**src/rtl/spep_pkg.sv**
```systemverilog
// spep_pkg: shared types, codes and defaults for the specialization entry policy
// no dependencies; used by the interfaces, spep_core and the top level

package spep_pkg;

  // parameter defaults
  localparam int unsigned KEY_BITS_DEF   = 64;
  localparam int unsigned PARTS_BITS_DEF = 8;

  // fixed field widths
  localparam int unsigned WORD_W       = 64;
  localparam int unsigned PARTS_FIELD_W = 8;
  localparam int unsigned CFG_IDX_W    = 2;

  // configuration reset values
  localparam logic [WORD_W-1:0] BACKOFF_RESET = 64'd1;

  typedef logic [CFG_IDX_W-1:0] cfg_idx_t;

  // register indexes
  localparam cfg_idx_t CFG_BACKOFF = 2'd0;
  localparam cfg_idx_t CFG_PARTS   = 2'd1;

  // request types
  typedef enum logic [2:0] {
    REQ_CHOOSE     = 3'd0,
    REQ_MARK_PEND  = 3'd1,
    REQ_MARK_FAIL  = 3'd2,
    REQ_DEFER_FULL = 3'd3,
    REQ_PUBLISH    = 3'd4
  } req_type_e;

  // entry status codes
  localparam logic [1:0] ST_ABSENT  = 2'd0;
  localparam logic [1:0] ST_PENDING = 2'd1;
  localparam logic [1:0] ST_FAILED  = 2'd2;
  localparam logic [1:0] ST_READY   = 2'd3;

  typedef enum logic [1:0] {
    ROUTE_SPECIAL  = 2'd0,
    ROUTE_SYNC     = 2'd1,
    ROUTE_FALLBACK = 2'd2
  } route_e;

  typedef enum logic [2:0] {
    RSN_READY    = 3'd0,
    RSN_NO_PIPE  = 3'd1,
    RSN_NO_RES   = 3'd2,
    RSN_PENDING  = 3'd3,
    RSN_BACKOFF  = 3'd4,
    RSN_QFULL    = 3'd5,
    RSN_ENQUEUE  = 3'd6
  } reason_e;

  typedef enum logic [2:0] {
    PUB_OK         = 3'd0,
    PUB_NOT_PEND   = 3'd1,
    PUB_INCOMPLETE = 3'd2,
    PUB_KEY_MISM   = 3'd3,
    PUB_GEN_MISM   = 3'd4,
    PUB_BAD_TICKET = 3'd5,
    PUB_TICKET_MISM = 3'd6
  } pub_code_e;

  typedef struct packed {
    logic [2:0]               req_type;
    logic [WORD_W-1:0]        req_key;
    logic [WORD_W-1:0]        req_generation;
    logic [WORD_W-1:0]        req_ticket;
    logic [WORD_W-1:0]        now_epoch;
    logic [WORD_W-1:0]        current_gen;
    logic                     pipeline_ready;
    logic                     draw_ready;
    logic                     queue_space;
    logic [PARTS_FIELD_W-1:0] parts_present;
  } req_t;

  typedef struct packed {
    logic [1:0]        route;
    logic [2:0]        reason;
    logic              request_compile;
    logic              accepted;
    logic [2:0]        publish_code;
    logic [WORD_W-1:0] selection_count;
  } rsp_t;

endpackage

```
**src/rtl/spep_if.sv**
```systemverilog
// spep_if: valid/ready channel interfaces for requests, results and configuration
// depends on spep_pkg for payload types

interface spep_req_if;
  logic           valid;
  logic           ready;
  spep_pkg::req_t data;

  modport source (output valid, output data, input ready);
  modport sink   (input valid, input data, output ready);
endinterface

interface spep_rsp_if;
  logic           valid;
  logic           ready;
  spep_pkg::rsp_t data;

  modport source (output valid, output data, input ready);
  modport sink   (input valid, input data, output ready);
endinterface

interface spep_cfg_if;
  logic                             valid;
  logic                             ready;
  spep_pkg::cfg_idx_t               index;
  logic [spep_pkg::WORD_W-1:0]      wdata;

  modport source (output valid, output index, output wdata, input ready);
  modport sink   (input valid, input index, input wdata, output ready);
endinterface

```
**src/rtl/spep_core.sv**
```systemverilog
// spep_core: entry state registers and the per-request policy logic
// depends on spep_pkg; instantiated by specialization_entry_policy_top

module spep_core #(
  parameter int unsigned KEY_BITS   = spep_pkg::KEY_BITS_DEF,
  parameter int unsigned PARTS_BITS = spep_pkg::PARTS_BITS_DEF,
  localparam int unsigned PCMP_W    = (PARTS_BITS < spep_pkg::PARTS_FIELD_W) ?
                                      PARTS_BITS : spep_pkg::PARTS_FIELD_W
) (
  input  logic                        clk_i,
  input  logic                        rst_ni,
  input  logic                        fire_i,
  input  spep_pkg::req_t              req_i,
  input  logic [spep_pkg::WORD_W-1:0] backoff_i,
  input  logic [PCMP_W-1:0]           complete_parts_i,
  output spep_pkg::rsp_t              rsp_o
);

  logic [1:0]                  state_q, state_d;
  logic [KEY_BITS-1:0]         key_q, key_d;
  logic [spep_pkg::WORD_W-1:0] gen_q, gen_d;
  logic [spep_pkg::WORD_W-1:0] ticket_q, ticket_d;
  logic [spep_pkg::WORD_W-1:0] retry_q, retry_d;
  logic [spep_pkg::WORD_W-1:0] sel_q, sel_d;

  logic [KEY_BITS-1:0]         req_key;
  logic                        match;
  logic                        retry_open;
  logic [spep_pkg::WORD_W:0]   retry_sum;
  logic [spep_pkg::WORD_W-1:0] retry_sat;
  logic [spep_pkg::WORD_W-1:0] sel_inc;
  logic                        pub_ok;

  assign req_key   = req_i.req_key[KEY_BITS-1:0];
  assign match     = (state_q != spep_pkg::ST_ABSENT) && (gen_q == req_i.req_generation) &&
                     (key_q == req_key);
  assign retry_open = !match || ((state_q == spep_pkg::ST_FAILED) &&
                                 (req_i.now_epoch >= retry_q));

  // saturating retry epoch
  assign retry_sum = {1'b0, req_i.now_epoch} + {1'b0, backoff_i};
  assign retry_sat = retry_sum[spep_pkg::WORD_W] ? '1 : retry_sum[spep_pkg::WORD_W-1:0];

  // selection epoch skips zero on wrap
  assign sel_inc = (sel_q == '1) ? spep_pkg::WORD_W'(1) : sel_q + spep_pkg::WORD_W'(1);

  always_comb begin
    state_d  = state_q;
    key_d    = key_q;
    gen_d    = gen_q;
    ticket_d = ticket_q;
    retry_d  = retry_q;
    sel_d    = sel_q;
    pub_ok   = 1'b0;
    rsp_o    = '0;

    case (req_i.req_type)
      spep_pkg::REQ_CHOOSE: begin
        if (match && (state_q == spep_pkg::ST_READY)) begin
          rsp_o.route  = spep_pkg::ROUTE_SPECIAL;
          rsp_o.reason = spep_pkg::RSN_READY;
        end else if (!req_i.pipeline_ready) begin
          rsp_o.route  = spep_pkg::ROUTE_SYNC;
          rsp_o.reason = spep_pkg::RSN_NO_PIPE;
        end else if (!req_i.draw_ready) begin
          rsp_o.route  = spep_pkg::ROUTE_SYNC;
          rsp_o.reason = spep_pkg::RSN_NO_RES;
        end else if (match && (state_q == spep_pkg::ST_PENDING)) begin
          rsp_o.route  = spep_pkg::ROUTE_FALLBACK;
          rsp_o.reason = spep_pkg::RSN_PENDING;
        end else if (!retry_open) begin
          rsp_o.route  = spep_pkg::ROUTE_FALLBACK;
          rsp_o.reason = spep_pkg::RSN_BACKOFF;
        end else if (!req_i.queue_space) begin
          rsp_o.route  = spep_pkg::ROUTE_FALLBACK;
          rsp_o.reason = spep_pkg::RSN_QFULL;
        end else begin
          rsp_o.route           = spep_pkg::ROUTE_FALLBACK;
          rsp_o.reason          = spep_pkg::RSN_ENQUEUE;
          rsp_o.request_compile = 1'b1;
        end
      end
      spep_pkg::REQ_MARK_PEND: begin
        if (req_i.req_ticket != '0) begin
          key_d          = req_key;
          gen_d          = req_i.req_generation;
          ticket_d       = req_i.req_ticket;
          retry_d        = '0;
          state_d        = spep_pkg::ST_PENDING;
          rsp_o.accepted = 1'b1;
        end
      end
      spep_pkg::REQ_MARK_FAIL: begin
        if (state_q == spep_pkg::ST_PENDING) begin
          state_d        = spep_pkg::ST_FAILED;
          retry_d        = retry_sat;
          ticket_d       = '0;
          rsp_o.accepted = 1'b1;
        end
      end
      spep_pkg::REQ_DEFER_FULL: begin
        key_d          = req_key;
        gen_d          = req_i.req_generation;
        ticket_d       = '0;
        retry_d        = retry_sat;
        state_d        = spep_pkg::ST_FAILED;
        rsp_o.accepted = 1'b1;
      end
      spep_pkg::REQ_PUBLISH: begin
        if (state_q != spep_pkg::ST_PENDING) begin
          rsp_o.publish_code = spep_pkg::PUB_NOT_PEND;
        end else if (req_i.parts_present[PCMP_W-1:0] != complete_parts_i) begin
          rsp_o.publish_code = spep_pkg::PUB_INCOMPLETE;
        end else if (key_q != req_key) begin
          rsp_o.publish_code = spep_pkg::PUB_KEY_MISM;
        end else if ((gen_q != req_i.current_gen) ||
                     (req_i.req_generation != req_i.current_gen)) begin
          rsp_o.publish_code = spep_pkg::PUB_GEN_MISM;
        end else if ((req_i.req_ticket == '0) || (ticket_q == '0)) begin
          rsp_o.publish_code = spep_pkg::PUB_BAD_TICKET;
        end else if (ticket_q != req_i.req_ticket) begin
          rsp_o.publish_code = spep_pkg::PUB_TICKET_MISM;
        end else begin
          rsp_o.publish_code = spep_pkg::PUB_OK;
          pub_ok             = 1'b1;
          state_d            = spep_pkg::ST_READY;
          retry_d            = '0;
          sel_d              = sel_inc;
        end
      end
      default: begin
        // unused request codes leave the entry alone
      end
    endcase

    rsp_o.selection_count = sel_d;
  end

  always_ff @(posedge clk_i or negedge rst_ni) begin
    if (!rst_ni) begin
      state_q  <= spep_pkg::ST_ABSENT;
      key_q    <= '0;
      gen_q    <= '0;
      ticket_q <= '0;
      retry_q  <= '0;
      sel_q    <= '0;
    end else if (fire_i) begin
      state_q  <= state_d;
      key_q    <= key_d;
      gen_q    <= gen_d;
      ticket_q <= ticket_d;
      retry_q  <= retry_d;
      sel_q    <= sel_d;
    end
  end

  // successful publish leaves the entry ready
  a_pub_ready: assert property (@(posedge clk_i) disable iff (!rst_ni)
    fire_i && pub_ok |=> state_q == spep_pkg::ST_READY)
    else $error("publish did not leave entry ready");

  // selection epoch moves only on a successful publish
  a_sel_stable: assert property (@(posedge clk_i) disable iff (!rst_ni)
    !(fire_i && pub_ok) |=> $stable(sel_q))
    else $error("selection epoch changed without publish");

  // once non-zero the selection epoch never returns to zero
  a_sel_nonzero: assert property (@(posedge clk_i) disable iff (!rst_ni)
    sel_q != '0 |=> sel_q != '0)
    else $error("selection epoch wrapped to zero");

  // a pending entry always holds a valid ticket
  a_pend_ticket: assert property (@(posedge clk_i) disable iff (!rst_ni)
    state_q == spep_pkg::ST_PENDING |-> ticket_q != '0)
    else $error("pending entry without ticket");

endmodule

```
**src/rtl/specialization_entry_policy_top.sv**
```systemverilog
// specialization_entry_policy_top: request input register, policy core, result register
// depends on spep_pkg, spep_if (channel interfaces) and spep_core
//
//  channel | dir | interface   | payload
//  --------+-----+-------------+------------------------------------------
//  req_i   | in  | spep_req_if | one request (choose, mark, defer, publish)
//  rsp_o   | out | spep_rsp_if | route, reason, flags, codes, selection epoch
//  cfg_i   | in  | spep_cfg_if | register index and write data
//
//  one request a cycle sustained while the result side takes results; a request's result is registered
//  (input register at acceptance, then result register once it has room), core in between
//  entry state is updated as a request moves from the input register to the result register
//  reset clears the entry to absent, the selection epoch to zero, backoff to one, parts to all ones
//  a stalled result holds the result register; the input register still takes one more request
//  configuration writes are always taken and apply from the next cycle

module specialization_entry_policy_top #(
  parameter int unsigned KEY_BITS   = spep_pkg::KEY_BITS_DEF,
  parameter int unsigned PARTS_BITS = spep_pkg::PARTS_BITS_DEF
) (
  input  logic       clk_i,
  input  logic       rst_ni,
  spep_req_if.sink   req_i,
  spep_rsp_if.source rsp_o,
  spep_cfg_if.sink   cfg_i
);

  // only the bits present in the parts field take part in the completeness check
  localparam int unsigned PCMP_W = (PARTS_BITS < spep_pkg::PARTS_FIELD_W) ?
                                   PARTS_BITS : spep_pkg::PARTS_FIELD_W;

  // configuration registers
  logic [spep_pkg::WORD_W-1:0] backoff_q;
  logic [PCMP_W-1:0]           parts_q;

  // input register
  logic           in_valid_q;
  spep_pkg::req_t in_data_q;

  // result register
  logic           out_valid_q;
  spep_pkg::rsp_t out_data_q;

  logic           req_acc;
  logic           advance;
  logic           fire;
  spep_pkg::rsp_t core_rsp;

  // the result register frees up when it is empty or being taken
  assign advance     = !out_valid_q || rsp_o.ready;
  assign fire        = in_valid_q && advance;
  assign req_i.ready = !in_valid_q || advance;
  assign req_acc     = req_i.valid && req_i.ready;

  assign rsp_o.valid = out_valid_q;
  assign rsp_o.data  = out_data_q;

  assign cfg_i.ready = 1'b1;

  // configuration writes; unknown indexes are dropped
  always_ff @(posedge clk_i or negedge rst_ni) begin
    if (!rst_ni) begin
      backoff_q <= spep_pkg::BACKOFF_RESET;
      parts_q   <= '1;
    end else if (cfg_i.valid) begin
      case (cfg_i.index)
        spep_pkg::CFG_BACKOFF: backoff_q <= cfg_i.wdata;
        spep_pkg::CFG_PARTS:   parts_q   <= cfg_i.wdata[PCMP_W-1:0];
        default: begin
        end
      endcase
    end
  end

  // input register control
  always_ff @(posedge clk_i or negedge rst_ni) begin
    if (!rst_ni) begin
      in_valid_q <= 1'b0;
    end else if (req_acc) begin
      in_valid_q <= 1'b1;
    end else if (fire) begin
      in_valid_q <= 1'b0;
    end
  end

  // request payload, no reset needed
  always_ff @(posedge clk_i) begin
    if (req_acc) begin
      in_data_q <= req_i.data;
    end
  end

  // result register control
  always_ff @(posedge clk_i or negedge rst_ni) begin
    if (!rst_ni) begin
      out_valid_q <= 1'b0;
    end else if (fire) begin
      out_valid_q <= 1'b1;
    end else if (rsp_o.ready) begin
      out_valid_q <= 1'b0;
    end
  end

  always_ff @(posedge clk_i) begin
    if (fire) begin
      out_data_q <= core_rsp;
    end
  end

  spep_core #(
    .KEY_BITS   (KEY_BITS),
    .PARTS_BITS (PARTS_BITS)
  ) u_core (
    .clk_i            (clk_i),
    .rst_ni           (rst_ni),
    .fire_i           (fire),
    .req_i            (in_data_q),
    .backoff_i        (backoff_q),
    .complete_parts_i (parts_q),
    .rsp_o            (core_rsp)
  );

  // a held request moves on as soon as the result register has room
  a_advance: assert property (@(posedge clk_i) disable iff (!rst_ni)
    in_valid_q && advance |=> out_valid_q)
    else $error("held request did not reach result register");

  // a compile request comes only with the fallback and enqueue outcome
  a_compile: assert property (@(posedge clk_i) disable iff (!rst_ni)
    out_valid_q && out_data_q.request_compile |->
      out_data_q.reason == spep_pkg::RSN_ENQUEUE &&
      out_data_q.route == spep_pkg::ROUTE_FALLBACK)
    else $error("compile request with wrong route or reason");

  // accepted and publish code never both set on one result
  a_excl: assert property (@(posedge clk_i) disable iff (!rst_ni)
    out_valid_q && out_data_q.accepted |-> out_data_q.publish_code == spep_pkg::PUB_OK)
    else $error("accepted flag with a publish code");

endmodule

```
**src/flat_wrapper.sv**
```systemverilog
// flat-port wrapper written by rule: the top's interface ports become plain ports
module specialization_entry_policy_top_flat 
#(
  parameter int unsigned KEY_BITS   = spep_pkg::KEY_BITS_DEF,
  parameter int unsigned PARTS_BITS = spep_pkg::PARTS_BITS_DEF
)
  (clk_i, rst_ni, req_i_valid, req_i_data, req_i_ready, rsp_o_valid, rsp_o_data, rsp_o_ready, cfg_i_valid, cfg_i_index, cfg_i_wdata, cfg_i_ready);
  spep_req_if req_i_i ();
  spep_rsp_if rsp_o_i ();
  spep_cfg_if cfg_i_i ();
  input  logic clk_i;
  input  logic rst_ni;
  input wire logic [$bits(req_i_i.valid)-1:0] req_i_valid;
  input wire logic [$bits(req_i_i.data)-1:0] req_i_data;
  output wire logic [$bits(req_i_i.ready)-1:0] req_i_ready;
  output wire logic [$bits(rsp_o_i.valid)-1:0] rsp_o_valid;
  output wire logic [$bits(rsp_o_i.data)-1:0] rsp_o_data;
  input wire logic [$bits(rsp_o_i.ready)-1:0] rsp_o_ready;
  input wire logic [$bits(cfg_i_i.valid)-1:0] cfg_i_valid;
  input wire logic [$bits(cfg_i_i.index)-1:0] cfg_i_index;
  input wire logic [$bits(cfg_i_i.wdata)-1:0] cfg_i_wdata;
  output wire logic [$bits(cfg_i_i.ready)-1:0] cfg_i_ready;
  assign req_i_i.valid = req_i_valid;
  assign req_i_i.data = req_i_data;
  assign req_i_ready = req_i_i.ready;
  assign rsp_o_valid = rsp_o_i.valid;
  assign rsp_o_data = rsp_o_i.data;
  assign rsp_o_i.ready = rsp_o_ready;
  assign cfg_i_i.valid = cfg_i_valid;
  assign cfg_i_i.index = cfg_i_index;
  assign cfg_i_i.wdata = cfg_i_wdata;
  assign cfg_i_ready = cfg_i_i.ready;
  specialization_entry_policy_top #(.KEY_BITS(KEY_BITS), .PARTS_BITS(PARTS_BITS)) u_core (.clk_i(clk_i), .rst_ni(rst_ni), .req_i(req_i_i), .rsp_o(rsp_o_i), .cfg_i(cfg_i_i));
endmodule
```
**config.mk**
```make
export PLATFORM = sky130hd
export DESIGN_NAME = specialization_entry_policy_top_flat
export DESIGN_NICKNAME = d
export VERILOG_FILES = /design/src/rtl/spep_pkg.sv /design/src/rtl/spep_if.sv /design/src/rtl/spep_core.sv /design/src/rtl/specialization_entry_policy_top.sv /design/src/flat_wrapper.sv
export SDC_FILE = /design/constraint.sdc
export NUM_CORES = 1
export LEC_CHECK = 0
export BUFFER_PORTS_ARGS = -buffer_cell sky130_fd_sc_hd__buf_2
export CORE_MARGIN = 3
export CORE_UTILIZATION = 59
export CTS_CLUSTER_SIZE = 40
export DETAILED_ROUTE_END_ITERATION = 16
export HOLD_SLACK_MARGIN = 0.03
export PLACE_DENSITY = 0.77
export SYNTH_ARGS = -nofsm -noshare
export SYNTH_HDL_FRONTEND = slang
export SYNTH_SLANG_ARGS = --single-unit
```
**constraint.sdc**
```tcl
create_clock -name clk_i -period 12.1 [get_ports clk_i]
set_clock_uncertainty 0.05 [all_clocks]
set_input_delay 2.42 -clock clk_i [delete_from_list [all_inputs] [get_ports clk_i]]
set_output_delay 2.42 -clock clk_i [all_outputs]
set_load 0.01 [all_outputs]
```
==> Yosys cells after proc, flatten, opt, wreduce, memory -nomap -nowiden <==
Cells that the tools add are included.
{ "op_classes": {"addsub": 2, "n_mul": 0, "div": 0, "magnitude_cmp": 1, "eq_ne": 25, "n_shift": 0, "muxes": 53, "bitwise": 5, "reduce_logical": 38} }
{ "op_table": {"columns": ["cell", "count"], "rows": [
  ["$mux W64", 21],
  ["$ne A64 B64 Y1", 4],
  ["$pmux W64 S2", 2],
  ["$pmux W64 S4", 1],
  ["$pmux W64 S3", 1],
  ["$eq A64 B64 Y1", 2],
  ["$logic_not A64 Y1", 2],
  ["$add A64 B64 Y65", 1],
  ["$add A64 B1 Y64 const B", 1],
  ["$eq A64 B64 Y1 const B", 1],
  ["$ge A64 B64 Y1", 1],
  ["$reduce_bool A64 Y1", 1],
  ["$mux W2", 12],
  ["$ne A2 B2 Y1 const B", 8],
  ["$mux W3", 4],
  ["$reduce_and A10 Y1", 1],
  ["$mux W1", 8],
  ["$mux W4", 2],
  ["$ne A8 B8 Y1", 1],
  ["$pmux W2 S4", 1],
  ["$reduce_bool A2 Y1", 4],
  ["$reduce_or A4 Y1", 2],
  ["$logic_and A1 B1 Y1", 7],
  ["$eq A3 B2 Y1 const B", 2],
  ["20 further kinds", 34]
]} }
{ "totals": {"ff_bits": 804, "latch_bits": 0, "ramBits": 0, "mem_bits_ro": 0, "input_bits": 405, "out_inout_bits": 77, "elab_cells": 155, "memories": 0} }

==> Depth between registers and ports, before layout <==
Gate-level depths: netlist of the first run.
{ "depth": {"ltp_word": 9, "mapped_depth": 16, "ltp_nobuf": 14} }

==> Cells and area by module <==
Synthesis of the first run repeated with hierarchy kept, for this count alone.
{ "hier_totals": {"hier_cells": 3245, "hier_area_um2": 38983.6} }
{ "modules_own_cells": {"columns": ["module", "instances", "cells_per_inst", "area_per_inst_um2", "seq_area_each_um2"], "rows": [
  ["spep_core", 1, 2674, 23631.4, 8057.7],
  ["specialization_entry_policy_top", 1, 571, 15352.2, 14114.8]
]} }

==> Least setup slack after synthesis of the first run <==
No wires, ideal clock.
{ "synth_timing": {"kind": "input to register", "start": "input port rsp_o_ready", "end": "register u_core.in_data_q[0] (netlist name) (enable)", "setup_time_ns": 0.740, "t_arrival_ns": 10.213, "t_required_ns": 11.310, "slack_ns": 1.097, "stages": 2, "path_buffers": 0, "path_cell_list": "nand3b_1 and2_1"} }
{ "synth_via": {"elab_chain_len": 3} }
{ "synth_lines": {"columns": ["item", "line_no", "text"], "rows": [
  ["from (decl)", "flat_wrapper.sv:18", "input wire logic [$bits(rsp_o_i.ready)-1:0] rsp_o_ready;"],
  ["$logic_or A1 B1 Y1", "specialization_entry_policy_top.sv:50", "assign advance = !out_valid_q || rsp_o.ready;"],
  ["$logic_or A1 B1 Y1", "specialization_entry_policy_top.sv:52", "assign req_i.ready = !in_valid_q || advance;"],
  ["$logic_and A1 B1 Y1", "specialization_entry_policy_top.sv:53", "assign req_acc = req_i.valid && req_i.ready;"],
  ["named net u_core.req_acc", "specialization_entry_policy_top.sv:44", "logic req_acc;"],
  ["to (signal assigned)", "specialization_entry_policy_top.sv:89", "in_data_q <= req_i.data;"],
  ["to (decl)", "specialization_entry_policy_top.sv:38", "spep_pkg::req_t in_data_q;"]
]} }
The timed path passes the listed nets, and every way through them passes these cells.
A chain may end at the register's enable or synchronous reset.

==> Final worst setup path of the first run <==
{ "layout_timing": {"start": "input port rsp_o_ready", "end": "register u_core.u_core.retry_q[63] (netlist name)"} }
{ "layout_via": {"elab_chain_len": 3} }
{ "layout_lines": {"columns": ["item", "line_no", "text"], "rows": [
  ["$logic_or A1 B1 Y1", "specialization_entry_policy_top.sv:50", null],
  ["$logic_and A1 B1 Y1", "specialization_entry_policy_top.sv:51", "assign fire = in_valid_q && advance;"],
  ["$reduce_and A10 Y1 (no source line)", null, null],
  ["to (signal assigned)", "spep_core.sv:152", "retry_q <= retry_d;"],
  ["to (decl)", "spep_core.sv:23", "logic [spep_pkg::WORD_W-1:0] retry_q, retry_d;"]
]} }
No other way between the ends.

==> results of run 1 <==
cell usage in the layout (no fill, tap or decap), types with 12 or more instances in the layout:
cell type    n
o21bai_1    17
inv_1      127
a31oi_1     22
a211oi_1    14
xor2_1     148
and2_1      12
nand2_1    379
o31ai_1     45
nor2_1     117
o22ai_1     17
o21ai_0    244
a21o_1      67
a21oi_1    108
nand4_1     96
nor4_1      78
dfrtp_1    387
nand3_1     53
edfxtp_1   408
nor3_1      32
clkinv_2    12
xnor2_1    247
nor2b_1     17
mux2_2     187
clkbuf_16   86
and3_1      31
clkbuf_1    28
buf_2      479
buf_4       16
nand2b_1    20
ha_1       129
final timing paths:
kind	from	endpoint	slack (ns)	cells after the start
setup / recovery	rsp_o_ready	u_core.u_core.retry_q[63]$_DFFE_PN0P_	6.34	10
hold / removal	u_core.u_core.retry_q[25]$_DFFE_PN0P_	u_core.u_core.retry_q[25]$_DFFE_PN0P_	0.41	2
setup reg to reg	u_core.in_data_q[173]$_DFFE_PP_	u_core.u_core.retry_q[63]$_DFFE_PN0P_	6.66	12
hold reg to reg	u_core.u_core.retry_q[25]$_DFFE_PN0P_	u_core.u_core.retry_q[25]$_DFFE_PN0P_	0.41	2
max in group asynchronous	rst_ni	u_core.u_core.ticket_q[15]$_DFFE_PN0P_	8.40	3
min in group asynchronous	rst_ni	u_core.u_core.sel_q[38]$_DFFE_PN0P_	1.66	1
flip-flops by register name, summed over array words and instances, names as in the netlist:
| name | cells |
|---|---|
| u_core.in_valid_q | 1 |
| u_core.u_core.gen_q | 64 |
| u_core.rsp_o.data | 74 |
| u_core.u_core.ticket_q | 64 |
| u_core.rsp_o.valid | 1 |
| u_core.u_core.sel_q | 64 |
| u_core.u_core.retry_q | 64 |
| u_core.in_data_q | 334 |
| u_core.u_core.key_q | 64 |
| u_core.parts_q | 8 |
| u_core.u_core.state_q | 2 |
| u_core.backoff_q | 64 |
stage by stage:
step | setup slack, ns | util
detailed placement | 5.72 | 0.652
CTS | 6.40 | 0.697
global route | 6.04 | 0.698
finish | 6.34 | 0.698
floorplan | 1.10 | -
global placement | 5.78 | 0.652
layer usage:
metal | wire (um) | GRT usage | up-vias | share of wire
li1 | - | - | 12800 | -
met1 | 42100 | 0.401 | 13200 | 0.42
met2 | 46300 | 0.456 | 1005 | 0.46
met3 | 7260 | 0.0581 | 235 | 0.073
met4 | 3980 | 0.114 | 22 | 0.040
met5 | 144 | 0 | - | 0.0014
power groups by stage:
| stage | logic (mW) | registers (mW) | clock network, mW |
|---|---|---|---|
| final | 1.55 | 3.58 | 2.66 |
| after global routing | 1.71 | 3.61 | 2.81 |
| after CTS | 1.54 | 3.57 | 2.70 |
| after detailed placement | 1.53 | 3.61 | 0 |
| after global placement | 1.49 | 3.60 | 0 |
| after floorplan | 1.09 | 3.56 | 0 |
critical path: stages:
cell	delay, ns
buf_2	0.10
nand2b_1	0.15
nand2_1	0.08
buf_4	0.43
or3_4	0.21
buf_4	0.81
and2_4	0.89
nor2_4	0.18
and2_1	0.30
or4_1	0.54
cell type report:
type | instances | share of cell area
Tap cell | 846 | 0.0238
Inverter | 128 | 0.0108
Timing Repair Buffer | 497 | 0.0574
Sequential cell | 804 | 0.498
Multi-Input combinational cell | 2215 | 0.345
Clock buffer | 123 | 0.0535
Clock inverter | 37 | 0.0111
Antenna cell | 10 | 0.000562
cells by family (layout without fill, tap and decap cells):
logic type               after synthesis  count (layout)  share of synthesized area
AO/OA/AOI/OAI                        616             616                     0.0989
XOR/XNOR                             395             395                     0.0899
adder cells (fa/ha/maj)              130             130                     0.0425
buffers and inverters                252             785                     0.0259
flip-flops                           804             804                      0.576
multiplexers                         188             188                     0.0550
other                                  1              11                  0.0000975
AND/OR/NAND/NOR                      885             885                      0.111
==> flow_summary.json, run 1 <==
{
  "p_sw_frac": 0.291,
  "ctsLongestPathBuffers": 3,
  "instances_no_fill": 4660,
  "async_flop_share": 0.493,
  "synth_most_common_cell": "edfxtp_1",
  "rsz0062_at_grt": "false",
  "worstHoldPathType": "flop to flop",
  "regArea_um2": 22200,
  "crit_type": "primary input to flop",
  "syn_inst": 3271,
  "ant_nets": 0,
  "coreArea_um2": 63800,
  "post_cts_resized": 0,
  "startpoint_type": "primary input",
  "power_density_nw_per_um2": 175,
  "power_frac_clock": 0.342,
  "synth_top_area_frac": 0.318,
  "ys_ff_latch": 804,
  "drt_iter0_drc": 2460,
  "cts_tree": "built",
  "n_fill_cell": 4533,
  "globalplace.congestion": 0.942,
  "ys.flop_type": "edfxtp_1",
  "via_per_inst": 5.84,
  "wl_per_cell_um": 21.4,
  "start_util": 0.603,
  "leakagePower_nw": 18.7,
  "setup_viol": 0,
  "grt_use_total": 0.290,
  "ys_warn_count": 0,
  "clkTransAtPathRegs_ns": 0.06,
  "remaining_drc_errors": 0,
  "finalPower_mw": 7.78,
  "power_frac_comb": 0.199,
  "synth_edf_count": 408,
  "hold_viol_final": 0,
  "die_width_um": 261,
  "grt_max_degree": 142,
  "routed_wl_um": 99800,
  "fp.dieArea_um2": 68300,
  "irDropWorstVdd_mv": 0.147,
  "cts-root-buf": "clkbuf_16",
  "postLayoutCellArea_um2": 44500,
  "synthTopCellsByArea": "edfxtp_1 32%, dfrtp_1 25%, xnor2_1 5.6%",
  "finalSetupTns_ns": 0,
  "numCtsBuffers": 85,
  "overflow": 0,
  "die_h_um": 261,
  "worst_setup_path_end_kind": "flop",
  "final_nets": 4266,
  "cap_violations": 0,
  "ys_top_cells_by_count": "408 x edfxtp_1, 387 x dfrtp_1, 379 x nand2_1",
  "dr.pass1.iters": 6,
  "syn-num-nets": 3806,
  "achievable-frequency_mhz": 174,
  "final_max_slew_viol_count": 0,
  "cts_max_level": 3,
  "dp_hpwl_um": 72700,
  "io-pin-count": 482,
  "required_ns": 12.54,
  "grt_pass1_vias": 27200,
  "ys_types": 77,
  "via_count": 27200,
  "switchingPower_mw": 2.27,
  "synth_area_um2": 38500,
  "status": "finished, final reports clean",
  "placed_area_um2": 41600,
  "io_buffers": 480,
  "period_share": 0.476,
  "holdWs_ns": 0.414,
  "postSynthAreaPerCell_um2": 11.8,
  "maxSlewHeadroom": 0.221,
  "clk_latency_ns": 0.65,
  "rows": 92,
  "critPathMaxFanout": 129,
  "worst_pin_slew_ns": 1.17,
  "synth_seq_area_share": 0.576,
  "placedCellCount": 4490,
  "p_int_mw": 5.52,
  "multiInputGateArea_um2": 15300,
  "cts.sinks": 804,
  "syn_to_final_growth_pct": 15.7,
  "cts_setup_buffers": 0,
  "antenna_found_initial": 21,
  "ctsHoldBuffers": 0,
  "drive_gt1_frac": 0.223,
  "arrival_ns": 6.20,
  "power_frac_seq": 0.459,
  "period_needed_ns": 5.76,
  "grt_pass1_wl_um": 152000,
  "synth_top_cell_by_area": "edfxtp_1"
}
No activity file was read; power rests on OpenSTA's default activity.
==> inputs of run 2 (changes only) <==
--- a/config.mk
+++ b/config.mk
@@ -7,11 +7,11 @@
 export LEC_CHECK = 0
 export BUFFER_PORTS_ARGS = -buffer_cell sky130_fd_sc_hd__buf_2
 export CORE_MARGIN = 3
-export CORE_UTILIZATION = 59
+export CORE_UTILIZATION = 53
 export CTS_CLUSTER_SIZE = 40
 export DETAILED_ROUTE_END_ITERATION = 16
 export HOLD_SLACK_MARGIN = 0.03
-export PLACE_DENSITY = 0.77
+export PLACE_DENSITY = 0.73
 export SYNTH_ARGS = -nofsm -noshare
 export SYNTH_HDL_FRONTEND = slang
 export SYNTH_SLANG_ARGS = --single-unit
==> constraint.sdc (replaced) <==
create_clock -name clk_i -period 4.8 [get_ports clk_i]
set_clock_uncertainty 0.05 [all_clocks]
set_input_delay 0.96 -clock clk_i [delete_from_list [all_inputs] [get_ports clk_i]]
set_output_delay 0.96 -clock clk_i [all_outputs]
set_load 0.01 [all_outputs]
==> flow_summary.json, run 2 (same netlist as run 1, synthesis figures left out) <==
{
  "rows": 98,
  "finalSetupTns_ns": 0,
  "via_per_inst": 5.62,
  "start_util": 0.536,
  "crit_type": "flop to flop",
  "cts_setup_buffers": 0,
  "globalplace.congestion": 0.938,
  "ctsLongestPathBuffers": 3,
  "post_cts_resized": 0,
  "startpoint_type": "flop",
  "die_width_um": 275,
  "clkTransAtPathRegs_ns": 0.07,
  "layout_common_cells": "479 x buf_2, 408 x edfxtp_1, 387 x dfrtp_1",
  "dp_hpwl_um": 74000,
  "placedCellCount": 4613,
  "setup_viol": 0,
  "drive_gt1_frac": 0.230,
  "achievable-frequency_mhz": 231,
  "ctsHoldBuffers": 0,
  "cts_max_level": 3,
  "antenna_found_initial": 29,
  "drt_iter0_drc": 2219,
  "critPathMaxFanout": 4,
  "leakagePower_nw": 18.9,
  "rsz0062_at_grt": "false",
  "grt_use_total": 0.260,
  "overflow": 0,
  "ant_nets": 0,
  "clk_latency_ns": 0.62,
  "largest_register_ffs": 334,
  "grt_pass1_wl_um": 151000,
  "worst_setup_path_end_kind": "flop",
  "io-pin-count": 482,
  "irDropWorstVdd_mv": 0.358,
  "grt_pass1_vias": 26500,
  "grt_max_degree": 129,
  "status": "finished, final reports clean",
  "io_buffers": 480,
  "required_ns": 5.26,
  "cts-root-buf": "clkbuf_16",
  "n_fill_cell": 5660,
  "worst_pin_slew_ns": 1.12,
  "period_needed_ns": 4.34,
  "worstHoldPathType": "primary input to async pin",
  "routed_wl_um": 100000,
  "hold_viol_final": 0,
  "via_count": 26900,
  "wl_met3_um": 8140,
  "final_max_slew_viol_count": 0,
  "wl_met1_um": 42400,
  "coreArea_um2": 71700,
  "power_density_nw_per_um2": 440,
  "fp.dieArea_um2": 75900,
  "layout_commonest_cell": "buf_2",
  "max_flop_register": "u_core.in_data_q",
  "numCtsBuffers": 84,
  "met2_wirelength_um": 46600,
  "syn_to_final_growth_pct": 16.9,
  "die_h_um": 275,
  "maxSlewHeadroom": 0.256,
  "cts_tree": "built",
  "final_nets": 4284,
  "remaining_drc_errors": 0,
  "dr.pass1.iters": 5,
  "arrival_ns": 4.80,
  "period_share": 0.903,
  "cap_violations": 0,
  "cts.sinks": 804,
  "top_layer": "met5",
  "instances_no_fill": 4785,
  "wl_per_cell_um": 20.9
}
run 2: layout make-up:
cell class | instances | area, um^2 | share of cell area
Multi-Input combinational cell | 2215 | 15300 | 0.341
Clock inverter | 46 | 602 | 0.0134
Clock buffer | 111 | 2370 | 0.0526
Tap cell | 950 | 1190 | 0.0264
Sequential cell | 804 | 22200 | 0.493
Inverter | 128 | 483 | 0.0107
Timing Repair Buffer | 516 | 2810 | 0.0624
Antenna cell | 15 | 37.5 | 0.000834
run 2: per-layer routing:
layer / vias up / track usage
met5: - / 0
met4: 32 / 0.0795
met3: 173 / 0.0634
met2: 893 / 0.413
met1: 13000 / 0.356
li1: 12800 / -
run 2: critical path, stage by stage, from the launching register on:
cell	delay, ns
dfstp_2	0.53
ha_1	0.19
inv_1	0.07
fa_1	0.41
nor2b_1	0.22
o31ai_2	0.10
a31oi_1	0.28
a31oi_1	0.21
o211a_1	0.34
a211oi_1	0.59
o21ai_0	0.27
o21ai_0	0.35
a21boi_0	0.17
xnor2_1	0.16
a221o_1	0.31
run 2: report_power, final:
| group | total (mW) | switching (mW) | leakage [nW] | internal, mW |
|---|---|---|---|---|
| logic | 3.90 | 2.13 | 8.53 | 1.77 |
| registers | 8.98 | 0.747 | 8.92 | 8.24 |
| clock network | 6.91 | 2.80 | 1.43 | 4.11 |
| total | 19.8 | 5.68 | 18.9 | 14.1 |
run 2: through the flow:
stage                     worst slack, ns  total power, mW  cell area [um^2]  hold WS [ns]   util
after floorplan                     0.431             11.7             38500         0.389      -
after global placement              0.583             12.9             42000         0.403  0.585
after detailed placement            0.519             13.0             42000         0.406  0.585
after CTS                           0.508             19.9             45000         0.387  0.627
after global routing                0.217             20.8             45000         0.421  0.627
final                               0.463             19.8             45000         0.369  0.627
run 2: path summary, 6_finish.rpt:
path / startpoint / to / slack, ns / cells after the start
max: u_core.backoff_q[0]$_DFFE_PN1P_ / u_core.u_core.retry_q[60]$_DFFE_PN0P_ / 0.46 / 14
min: rst_ni / u_core.backoff_q[21]$_DFFE_PN0P_ / 0.37 / 1
min reg2reg: u_core.u_core.retry_q[22]$_DFFE_PN0P_ / u_core.u_core.retry_q[22]$_DFFE_PN0P_ / 0.42 / 2
min in group clk_i: u_core.u_core.retry_q[22]$_DFFE_PN0P_ / u_core.u_core.retry_q[22]$_DFFE_PN0P_ / 0.42 / 2
max in group asynchronous: rst_ni / u_core.u_core.gen_q[55]$_DFFE_PN0P_ / 3.19 / 2
max reg2reg: u_core.backoff_q[0]$_DFFE_PN1P_ / u_core.u_core.retry_q[60]$_DFFE_PN0P_ / 0.46 / 14
